<file path="src/hw/rtl/qwt_pkg.sv">
// package for the quoted word tokenizer
// types, byte constants and the queue entry format shared by every module
`default_nettype none

package qwt_pkg;

  typedef enum logic [1:0] {
    KIND_CHAR = 2'd0,
    KIND_END  = 2'd1,
    KIND_OK   = 2'd2,
    KIND_ERR  = 2'd3
  } kind_t;

  typedef enum logic [1:0] {
    Q_NONE     = 2'd0,
    Q_DOUBLE   = 2'd1,
    Q_SINGLE   = 2'd2,
    Q_BACKTICK = 2'd3
  } quote_t;

  localparam logic [7:0] CH_BSLASH   = 8'h5C;
  localparam logic [7:0] CH_SPACE    = 8'h20;
  localparam logic [7:0] CH_DQUOTE   = 8'h22;
  localparam logic [7:0] CH_SQUOTE   = 8'h27;
  localparam logic [7:0] CH_BACKTICK = 8'h60;
  localparam logic [7:0] CH_HASH     = 8'h23;

  // results caused by one input transaction, emitted in field order
  typedef struct packed {
    logic       has_char;
    logic [7:0] ch;
    logic       has_end;
    logic       has_status;
    logic       err;
  } bundle_t;

endpackage

`default_nettype wire

</file>
<file path="src/hw/rtl/qwt_front.sv">
// front end of the quoted word tokenizer: accepts bytes, tracks quote/escape state
// and builds one result bundle per transaction; depends on qwt_pkg
`default_nettype none

module qwt_front (
  input  wire logic           clk,
  input  wire logic           rst_n,
  input  wire logic           cfg_tvalid,
  input  wire logic [7:0]     cfg_tdata,
  input  wire logic           in_accept,
  input  wire logic           in_char_valid,
  input  wire logic [7:0]     in_char,
  input  wire logic           in_last,
  output logic                push,
  output qwt_pkg::bundle_t    push_data
);
  import qwt_pkg::*;

  logic   keep_r;
  logic   esc_r, esc_nxt;
  quote_t quote_r, quote_nxt;
  logic   cmt_r, cmt_nxt;
  logic   word_r, word_nxt;

  always_ff @(posedge clk) begin
    if (!rst_n) begin
      keep_r  <= 1'b0;
      esc_r   <= 1'b0;
      quote_r <= Q_NONE;
      cmt_r   <= 1'b0;
      word_r  <= 1'b0;
    end else begin
      if (cfg_tvalid) begin
        keep_r <= cfg_tdata[0];
      end
      if (in_accept) begin
        esc_r   <= esc_nxt;
        quote_r <= quote_nxt;
        cmt_r   <= cmt_nxt;
        word_r  <= word_nxt;
      end
    end
  end

  always_comb begin
    quote_t q;
    logic   plain;
    logic   add;
    logic   endw;
    esc_nxt   = esc_r;
    quote_nxt = quote_r;
    cmt_nxt   = cmt_r;
    word_nxt  = word_r;
    push_data = '0;
    push_data.ch = in_char;
    add   = 1'b0;
    endw  = 1'b0;
    plain = !esc_r && (quote_r == Q_NONE);
    case (in_char)
      CH_DQUOTE:   q = Q_DOUBLE;
      CH_SQUOTE:   q = Q_SINGLE;
      CH_BACKTICK: q = Q_BACKTICK;
      default:     q = Q_NONE;
    endcase
    if (in_char_valid && !cmt_r) begin
      if (in_char == CH_BSLASH) begin
        add     = esc_r;
        esc_nxt = !esc_r;
      end else begin
        if (in_char == CH_SPACE) begin
          if (plain) endw = 1'b1;
          else       add  = 1'b1;
        end else if (q != Q_NONE) begin
          if (!esc_r && quote_r == q) begin
            endw      = 1'b1;
            quote_nxt = Q_NONE;
          end else if (plain) begin
            quote_nxt = q;
          end else begin
            add = 1'b1;
          end
        end else if (in_char == CH_HASH) begin
          if (plain && keep_r) cmt_nxt = 1'b1;
          else                 add     = 1'b1;
        end else begin
          add = 1'b1;
        end
        esc_nxt = 1'b0;
      end
    end
    if (add) begin
      push_data.has_char = 1'b1;
      word_nxt = 1'b1;
    end
    if (endw && word_r) begin
      push_data.has_end = 1'b1;
      word_nxt = 1'b0;
    end
    if (in_last) begin
      push_data.has_status = 1'b1;
      if (esc_nxt || quote_nxt != Q_NONE) begin
        push_data.err = 1'b1;
      end else if (word_nxt) begin
        push_data.has_end = 1'b1;
      end
      esc_nxt   = 1'b0;
      quote_nxt = Q_NONE;
      cmt_nxt   = 1'b0;
      word_nxt  = 1'b0;
    end
  end

  assign push = in_accept &&
                (push_data.has_char || push_data.has_end || push_data.has_status);

`ifndef SYNTHESIS
  // a word end is only queued while a word was open
  a_end_needs_word: assert property (@(posedge clk) disable iff (!rst_n)
    push && push_data.has_end && !push_data.has_char |-> word_r)
    else $error("word end queued with no open word");
  // a comment swallows bytes
  a_comment_silent: assert property (@(posedge clk) disable iff (!rst_n)
    in_accept && cmt_r |-> !push_data.has_char)
    else $error("result produced inside a comment");
`endif

endmodule

`default_nettype wire

</file>
<file path="src/hw/rtl/qwt_fifo.sv">
// short queue of result bundles between the front and back of the tokenizer
// register based, one push and one pop per cycle; depends on qwt_pkg
`default_nettype none

module qwt_fifo #(
  parameter int DEPTH = 4
) (
  input  wire logic          clk,
  input  wire logic          rst_n,
  input  wire logic          push,
  input  qwt_pkg::bundle_t   push_data,
  output logic               full,
  output logic               head_valid,
  output qwt_pkg::bundle_t   head,
  input  wire logic          pop
);
  import qwt_pkg::*;

  localparam int PTR_W = (DEPTH > 1) ? $clog2(DEPTH) : 1;
  localparam int CNT_W = $clog2(DEPTH + 1);

  bundle_t            mem_r [DEPTH];
  logic [PTR_W-1:0]   wr_ptr_r, rd_ptr_r;
  logic [CNT_W-1:0]   count_r;

  assign full       = (count_r == CNT_W'(DEPTH));
  assign head_valid = (count_r != '0);
  assign head       = mem_r[rd_ptr_r];

  always_ff @(posedge clk) begin
    if (push) begin
      mem_r[wr_ptr_r] <= push_data;
    end
  end

  always_ff @(posedge clk) begin
    if (!rst_n) begin
      wr_ptr_r <= '0;
      rd_ptr_r <= '0;
      count_r  <= '0;
    end else begin
      if (push) begin
        wr_ptr_r <= (wr_ptr_r == PTR_W'(DEPTH - 1)) ? '0 : wr_ptr_r + 1'b1;
      end
      if (pop) begin
        rd_ptr_r <= (rd_ptr_r == PTR_W'(DEPTH - 1)) ? '0 : rd_ptr_r + 1'b1;
      end
      if (push && !pop) begin
        count_r <= count_r + 1'b1;
      end else if (pop && !push) begin
        count_r <= count_r - 1'b1;
      end
    end
  end

`ifndef SYNTHESIS
  a_no_overflow: assert property (@(posedge clk) disable iff (!rst_n)
    full |-> !push || pop)
    else $error("push into a full queue");
  a_no_underflow: assert property (@(posedge clk) disable iff (!rst_n)
    pop |-> head_valid)
    else $error("pop from an empty queue");
`endif

endmodule

`default_nettype wire

</file>
<file path="src/hw/rtl/qwt_back.sv">
// back end of the tokenizer: turns each queued bundle into one result per cycle while
// out_tready is high, through a registered output stage; depends on qwt_pkg
`default_nettype none

module qwt_back (
  input  wire logic          clk,
  input  wire logic          rst_n,
  input  wire logic          head_valid,
  input  qwt_pkg::bundle_t   head,
  output logic               pop,
  output logic               out_tvalid,
  input  wire logic          out_tready,
  output logic [7:0]         out_tdata,
  output logic [1:0]         out_tuser,
  output logic               out_tlast
);
  import qwt_pkg::*;

  logic       valid_r;
  logic [7:0] data_r;
  kind_t      kind_r;
  logic       last_r;
  logic       char_done_r, char_done_nxt;
  logic       end_done_r, end_done_nxt;

  logic       load;
  logic       rem_char, rem_end;
  kind_t      kind_sel;
  logic       final_part;

  assign rem_char = head.has_char && !char_done_r;
  assign rem_end  = head.has_end && !end_done_r;
  assign load     = head_valid && (!valid_r || out_tready);
  assign pop      = load && final_part;

  always_comb begin
    char_done_nxt = char_done_r;
    end_done_nxt  = end_done_r;
    if (rem_char) begin
      kind_sel      = KIND_CHAR;
      final_part    = !(head.has_end || head.has_status);
      char_done_nxt = 1'b1;
    end else if (rem_end) begin
      kind_sel     = KIND_END;
      final_part   = !head.has_status;
      end_done_nxt = 1'b1;
    end else begin
      kind_sel   = head.err ? KIND_ERR : KIND_OK;
      final_part = 1'b1;
    end
    if (final_part) begin
      char_done_nxt = 1'b0;
      end_done_nxt  = 1'b0;
    end
  end

  always_ff @(posedge clk) begin
    if (!rst_n) begin
      valid_r     <= 1'b0;
      char_done_r <= 1'b0;
      end_done_r  <= 1'b0;
    end else begin
      if (load) begin
        valid_r     <= 1'b1;
        char_done_r <= char_done_nxt;
        end_done_r  <= end_done_nxt;
      end else if (out_tready) begin
        valid_r <= 1'b0;
      end
    end
  end

  always_ff @(posedge clk) begin
    if (load) begin
      kind_r <= kind_sel;
      data_r <= (kind_sel == KIND_CHAR) ? head.ch : 8'h00;
      last_r <= final_part;
    end
  end

  assign out_tvalid = valid_r;
  assign out_tdata  = data_r;
  assign out_tuser  = kind_r;
  assign out_tlast  = last_r;

`ifndef SYNTHESIS
  // a done status always closes the run of its transaction
  a_status_last: assert property (@(posedge clk) disable iff (!rst_n)
    out_tvalid && (out_tuser == KIND_OK || out_tuser == KIND_ERR) |-> out_tlast)
    else $error("status result not marked last");
  a_partial_has_head: assert property (@(posedge clk) disable iff (!rst_n)
    char_done_r || end_done_r |-> head_valid)
    else $error("bundle progress kept with empty queue");
`endif

endmodule

`default_nettype wire

</file>
<file path="src/hw/rtl/quoted_word_tokenizer.sv">
// quoted word tokenizer: splits a byte stream into words with quotes, escapes, comments
// path: each input transaction is queued, then its results leave through the registered output stage
// throughput: one input per cycle while the queue has room, one result per cycle out while
// out_tready is high; an input with n results holds the output stage until the back end has sent all n
// reset: synchronous, clears quote/escape/comment/word state, keep_comments and the queue
`default_nettype none

module quoted_word_tokenizer #(
  parameter int FIFO_DEPTH = 4
) (
  input  wire logic       clk,
  input  wire logic       rst_n,
  input  wire logic       cfg_tvalid,
  output logic            cfg_tready,
  input  wire logic [7:0] cfg_tdata,   // [0] keep_comments, [7:1] zero
  input  wire logic       in_tvalid,
  output logic            in_tready,
  input  wire logic [7:0] in_tdata,    // [7:0] character
  input  wire logic [0:0] in_tuser,    // [0] char_valid
  input  wire logic       in_tlast,
  output logic            out_tvalid,
  input  wire logic       out_tready,
  output logic [7:0]      out_tdata,   // [7:0] character_res
  output logic [1:0]      out_tuser,   // [1:0] kind
  output logic            out_tlast
);
  import qwt_pkg::*;

  logic    in_accept;
  logic    push, full, head_valid, pop;
  bundle_t push_data, head;

  assign cfg_tready = 1'b1;
  assign in_tready  = !full;
  assign in_accept  = in_tvalid && in_tready;

  qwt_front u_front (
    .clk           (clk),
    .rst_n         (rst_n),
    .cfg_tvalid    (cfg_tvalid),
    .cfg_tdata     (cfg_tdata),
    .in_accept     (in_accept),
    .in_char_valid (in_tuser[0]),
    .in_char       (in_tdata),
    .in_last       (in_tlast),
    .push          (push),
    .push_data     (push_data)
  );

  qwt_fifo #(
    .DEPTH (FIFO_DEPTH)
  ) u_fifo (
    .clk        (clk),
    .rst_n      (rst_n),
    .push       (push),
    .push_data  (push_data),
    .full       (full),
    .head_valid (head_valid),
    .head       (head),
    .pop        (pop)
  );

  qwt_back u_back (
    .clk        (clk),
    .rst_n      (rst_n),
    .head_valid (head_valid),
    .head       (head),
    .pop        (pop),
    .out_tvalid (out_tvalid),
    .out_tready (out_tready),
    .out_tdata  (out_tdata),
    .out_tuser  (out_tuser),
    .out_tlast  (out_tlast)
  );

endmodule

`default_nettype wire
</file>
<file path="config.mk">
export PLATFORM = sky130hd
export DESIGN_NAME = quoted_word_tokenizer
export DESIGN_NICKNAME = d
export VERILOG_FILES = /design/src/hw/rtl/qwt_pkg.sv /design/src/hw/rtl/qwt_front.sv /design/src/hw/rtl/qwt_fifo.sv /design/src/hw/rtl/qwt_back.sv /design/src/hw/rtl/quoted_word_tokenizer.sv
export SDC_FILE = /design/constraint.sdc
export NUM_CORES = 1
export LEC_CHECK = 0
export BUFFER_PORTS_ARGS = -buffer_cell sky130_fd_sc_hd__buf_4
export CORE_MARGIN = 10
export CORE_UTILIZATION = 58
export CTS_CLUSTER_SIZE = 14
export DETAILED_ROUTE_END_ITERATION = 8
export GPL_TIMING_DRIVEN = 1
export HOLD_SLACK_MARGIN = 0.1
export PLACE_DENSITY = 0.91
export SLEW_MARGIN = 20
export SYNTH_ARGS = -nofsm -noshare
export SYNTH_HDL_FRONTEND = slang
export SYNTH_SLANG_ARGS = --single-unit
</file>
<file path="constraint.sdc">
create_clock -name clk -period 3.77 [get_ports clk]
set_clock_uncertainty 0.2 [all_clocks]
set_input_delay 0.1885 -clock clk [delete_from_list [all_inputs] [get_ports clk]]
set_output_delay 0.1885 -clock clk [all_outputs]
set_load 0.01 [all_outputs]
</file>
==> run summary <==
Launch point of the worst path: in_tdata[0]
Top library cells by usage in the layout, fill and taps aside: sky130_fd_sc_hd__edfxtp_1, sky130_fd_sc_hd__buf_4, sky130_fd_sc_hd__dfxtp_1, sky130_fd_sc_hd__dlygate4sd3_1
CP peak stage delay: 0.55 ns
Area enclosed by the die boundary: 9570 sq um
Clock period minus final worst setup slack: 3.60 ns
Relative area change from synthesis to final layout: 19.4%
Flip-flop cell with the highest count after synthesis: sky130_fd_sc_hd__edfxtp_1
VDD IR-drop max: 281 uV
Worst setup SP type: input port
Setup TNS Final: 0 ns
Vias in the first global route: 2,259
Number of iterations in the first detailed-routing pass: 4
Final Hold Viols: 0
Detailed-placement wirelength estimate: 4400 microns
DRC errors left: 0
Per-cell via count in the routed design: 5.74
Combined area of the multi-input logic cells: 1310 sq um
Average cell area after synthesis: 13.7 sq um
Arrival time of the worst setup path: 3.67 ns
Async S/R FF share, synth: 0
Antenna violations before repair: 0
Area fraction of the dominant cell type after synthesis: 0.504
Placeable core region: 5890 sq um
Part of the Yosys area used for sequential elements: 0.607
Endpoint type of the worst setup path: flip-flop
Synth warn: 0
Commonest non-fill, non-tap cell in the layout: sky130_fd_sc_hd__edfxtp_1
Gate count after technology mapping: 256
Synthesized cell area: 3510 sq um
Share of the clock period used by the worst path after layout: 0.955
GPL Wtd Cong: 0.856
Global router's overall resource usage: 0.134
Number of CTS-inserted buffers: 9
Clock tree from TritonCTS: done
Post-synth EDFFs: 59
Wirelength per Cell: 16.2 microns
Clock Tree Root: sky130_fd_sc_hd__clkbuf_8
Overall die height: 97.8 microns
Count of buffers inserted at the top-level ports: 28
Initial core utilization: 0.597
Final net count: 340
Maximum level of the CTS H-tree: 3
Final setup violation count: 0
Worst hold margin: 0.234 ns
Start point of the worst hold path: in_tuser
Share of cells above drive strength 1: 0.235
Unrepaired setup endpoints after global routing: false
Maximum fanout along the worst path: 12
Cell Chain, Critical Path: dlygate4sd3_1 > buf_6 > or4b_4 > a211o_1 > xor2_1 > a22oi_2 > o2bb2ai_2 > nand3b_4 > ha_4 > inv_1 > fa_1 > xor2_1 > or3_1 > a21boi_2
Drt total wl: 6300 microns
CP Data Required Time: 3.84 ns
Number of filler cells placed in the layout: 387
ANT cells: 0
Width of the die: 97.8 microns
Flip-flop and latch count after synthesis: 77
Longest Clk Path Bufs: 2
Power per cell area: 581 nW/um^2
Number of rows created at floorplan: 28
# Max-Cap Violations: 0
Total global routing overflow: 0
Via Count: 2,237
Top achievable clock speed: 0.278 GHz
Post-synth top area cell: sky130_fd_sc_hd__edfxtp_1
Actual slew at the worst max-slew pin: 0.646 ns
Number of distinct standard cells referenced by the synthesized netlist: 61
Result of the run: finished, final reports clean
Clk Latency, worst-skew pair: 0.33 ns
Remaining max-slew budget at the tightest pin: 0.564
Clock transition at the register clock pins on the worst setup and hold paths after CTS: 0.07 ns
Pin count of the biggest net entering global routing: 18
Number of nets in the synthesized netlist: 286
CP Class: in -> reg
Wire length of the first global-routing pass: 10,600 microns
Classification of the worst-slack hold path: in -> reg
Sink count of the clock tree: 77
Slowest-stage cell, CP: sky130_fd_sc_hd__dlygate4sd3_1
Ranking of synthesized cells by area: sky130_fd_sc_hd__edfxtp_1, sky130_fd_sc_hd__dfxtp_1, sky130_fd_sc_hd__mux4_2
Origin of the critical flop-to-flop path: u_front.quote_r[0]$_SDFFE_PN0P_
First DRT Iteration DRCs: 95
Number of primary I/O pins: 37
Final ANT Viol Nets: 0
Most Frequent Cell on Critical Path: sky130_fd_sc_hd__xor2_1
Leak pwr: 1.48 nW
Gate family responsible for the most delay along the worst path: simple AND/OR/NAND/NOR gates
Fin. max-slew vios: 0
Sequential cell area: 2130 sq um
Critical path buffers and inverters: 3
## stage by stage
step | setup slack (ns) | std cells | total power, mW | area, sq um | util
final | 0.169 | 390 | 2.44 | 4200 | 0.713
after global routing | 0.0130 | 390 | 2.58 | 4200 | 0.713
after CTS | 0.0245 | 384 | 2.43 | 4130 | 0.702
after detailed placement | 0.219 | 352 | 1.85 | 3790 | 0.644
after global placement | 0.274 | 352 | 1.81 | 3790 | 0.644
after floorplan | 0.473 | 256 | 1.60 | 3510 | -
## final cells by class
cell class,instances,area share
flip-flops and latches,77,0.508
clock inverters,6,0.0128
clock buffers,10,0.0304
repair buffers,54,0.107
well taps,75,0.0224
inverters,9,0.00805
multi-input cells,159,0.311
## power by group
part / switching, mW / internal [mW]
sequential: 0.0571 / 1.10
combinational: 0.359 / 0.359
clock: 0.267 / 0.298
total: 0.683 / 1.75
## routing by layer
layer / part of all wire / global-route usage / up-vias
li1: - / - / 1082
met1: 0.43 / 0.156 / 1093
met2: 0.50 / 0.223 / 48
met3: 0.046 / 0.0338 / 14
met4: 0.025 / 0.0738 / 0
met5: 0 / 0 / -
## Yosys cell counts, types with 4 or more instances
cell type and count:
sky130_fd_sc_hd__a21oi_1 6, sky130_fd_sc_hd__and2_1 8, sky130_fd_sc_hd__buf_2 4, sky130_fd_sc_hd__clkbuf_1 5, sky130_fd_sc_hd__dfxtp_1 18, sky130_fd_sc_hd__edfxtp_1 59, sky130_fd_sc_hd__ha_1 6, sky130_fd_sc_hd__inv_1 9
sky130_fd_sc_hd__mux2i_1 5, sky130_fd_sc_hd__mux4_2 12, sky130_fd_sc_hd__nand2_1 14, sky130_fd_sc_hd__nand2b_1 4, sky130_fd_sc_hd__nand3_1 7, sky130_fd_sc_hd__nor2_1 12, sky130_fd_sc_hd__nor2b_1 14, sky130_fd_sc_hd__nor3_1 6
sky130_fd_sc_hd__o21ai_0 7, sky130_fd_sc_hd__or3_1 5
## worst min-delay path: stages
cell and delay [ns]:
sky130_fd_sc_hd__buf_4 0.11, sky130_fd_sc_hd__nand2b_1 0.18, sky130_fd_sc_hd__nor3_2 0.11
## cells by family (layout without fill, tap and decap cells)
family / Yosys count / count (layout) / synth area share
AOI/OAI and AO/OA: 40 / 40 / 0.0854
DFF: 77 / 77 / 0.607
and+or+nand+nor: 89 / 89 / 0.150
xor gates and xnor gates: 5 / 5 / 0.0125
muxes: 17 / 17 / 0.0911
buffers and inverters: 20 / 79 / 0.0260
adders and majority gates: 7 / 7 / 0.0271
other: 1 / 1 / 0.00107
## registers in the layout, summed over array words and instances, names as in the netlist, named ones only
signal / count
u_fifo.rd_ptr_r: 2
u_back.out_tlast: 1
u_front.word_r: 1
u_front.cmt_r: 1
u_back.end_done_r: 1
u_front.keep_r: 1
u_front.quote_r: 2
u_fifo.wr_ptr_r: 2
u_back.out_tdata: 8
u_fifo.mem_r: 48
u_front.esc_r: 1
u_back.out_tvalid: 1
u_back.out_tuser: 2
u_fifo.count_r: 3
u_back.char_done_r: 1
## repair_timing
item,4_1_cts,5_1_grt
endpoints found under the hold margin,54,0
buffers inserted,0,6
setup endpoints to repair,0,1
gates resized for setup,0,5
hold buffers,16,0
## worst paths after layout
path                                      to  slack (ns)  cells after the start
max reg2reg   u_fifo.count_r[2]$_SDFFE_PN0P_        0.46                     12
min            u_fifo.mem_r[3][11]$_DFFE_PP_        0.23                      3
min reg2reg  u_fifo.wr_ptr_r[1]$_SDFFE_PN0P_        0.31                      2
max           u_fifo.count_r[2]$_SDFFE_PN0P_        0.17                     14
Note: power is estimated with default switching activity, not from simulation.
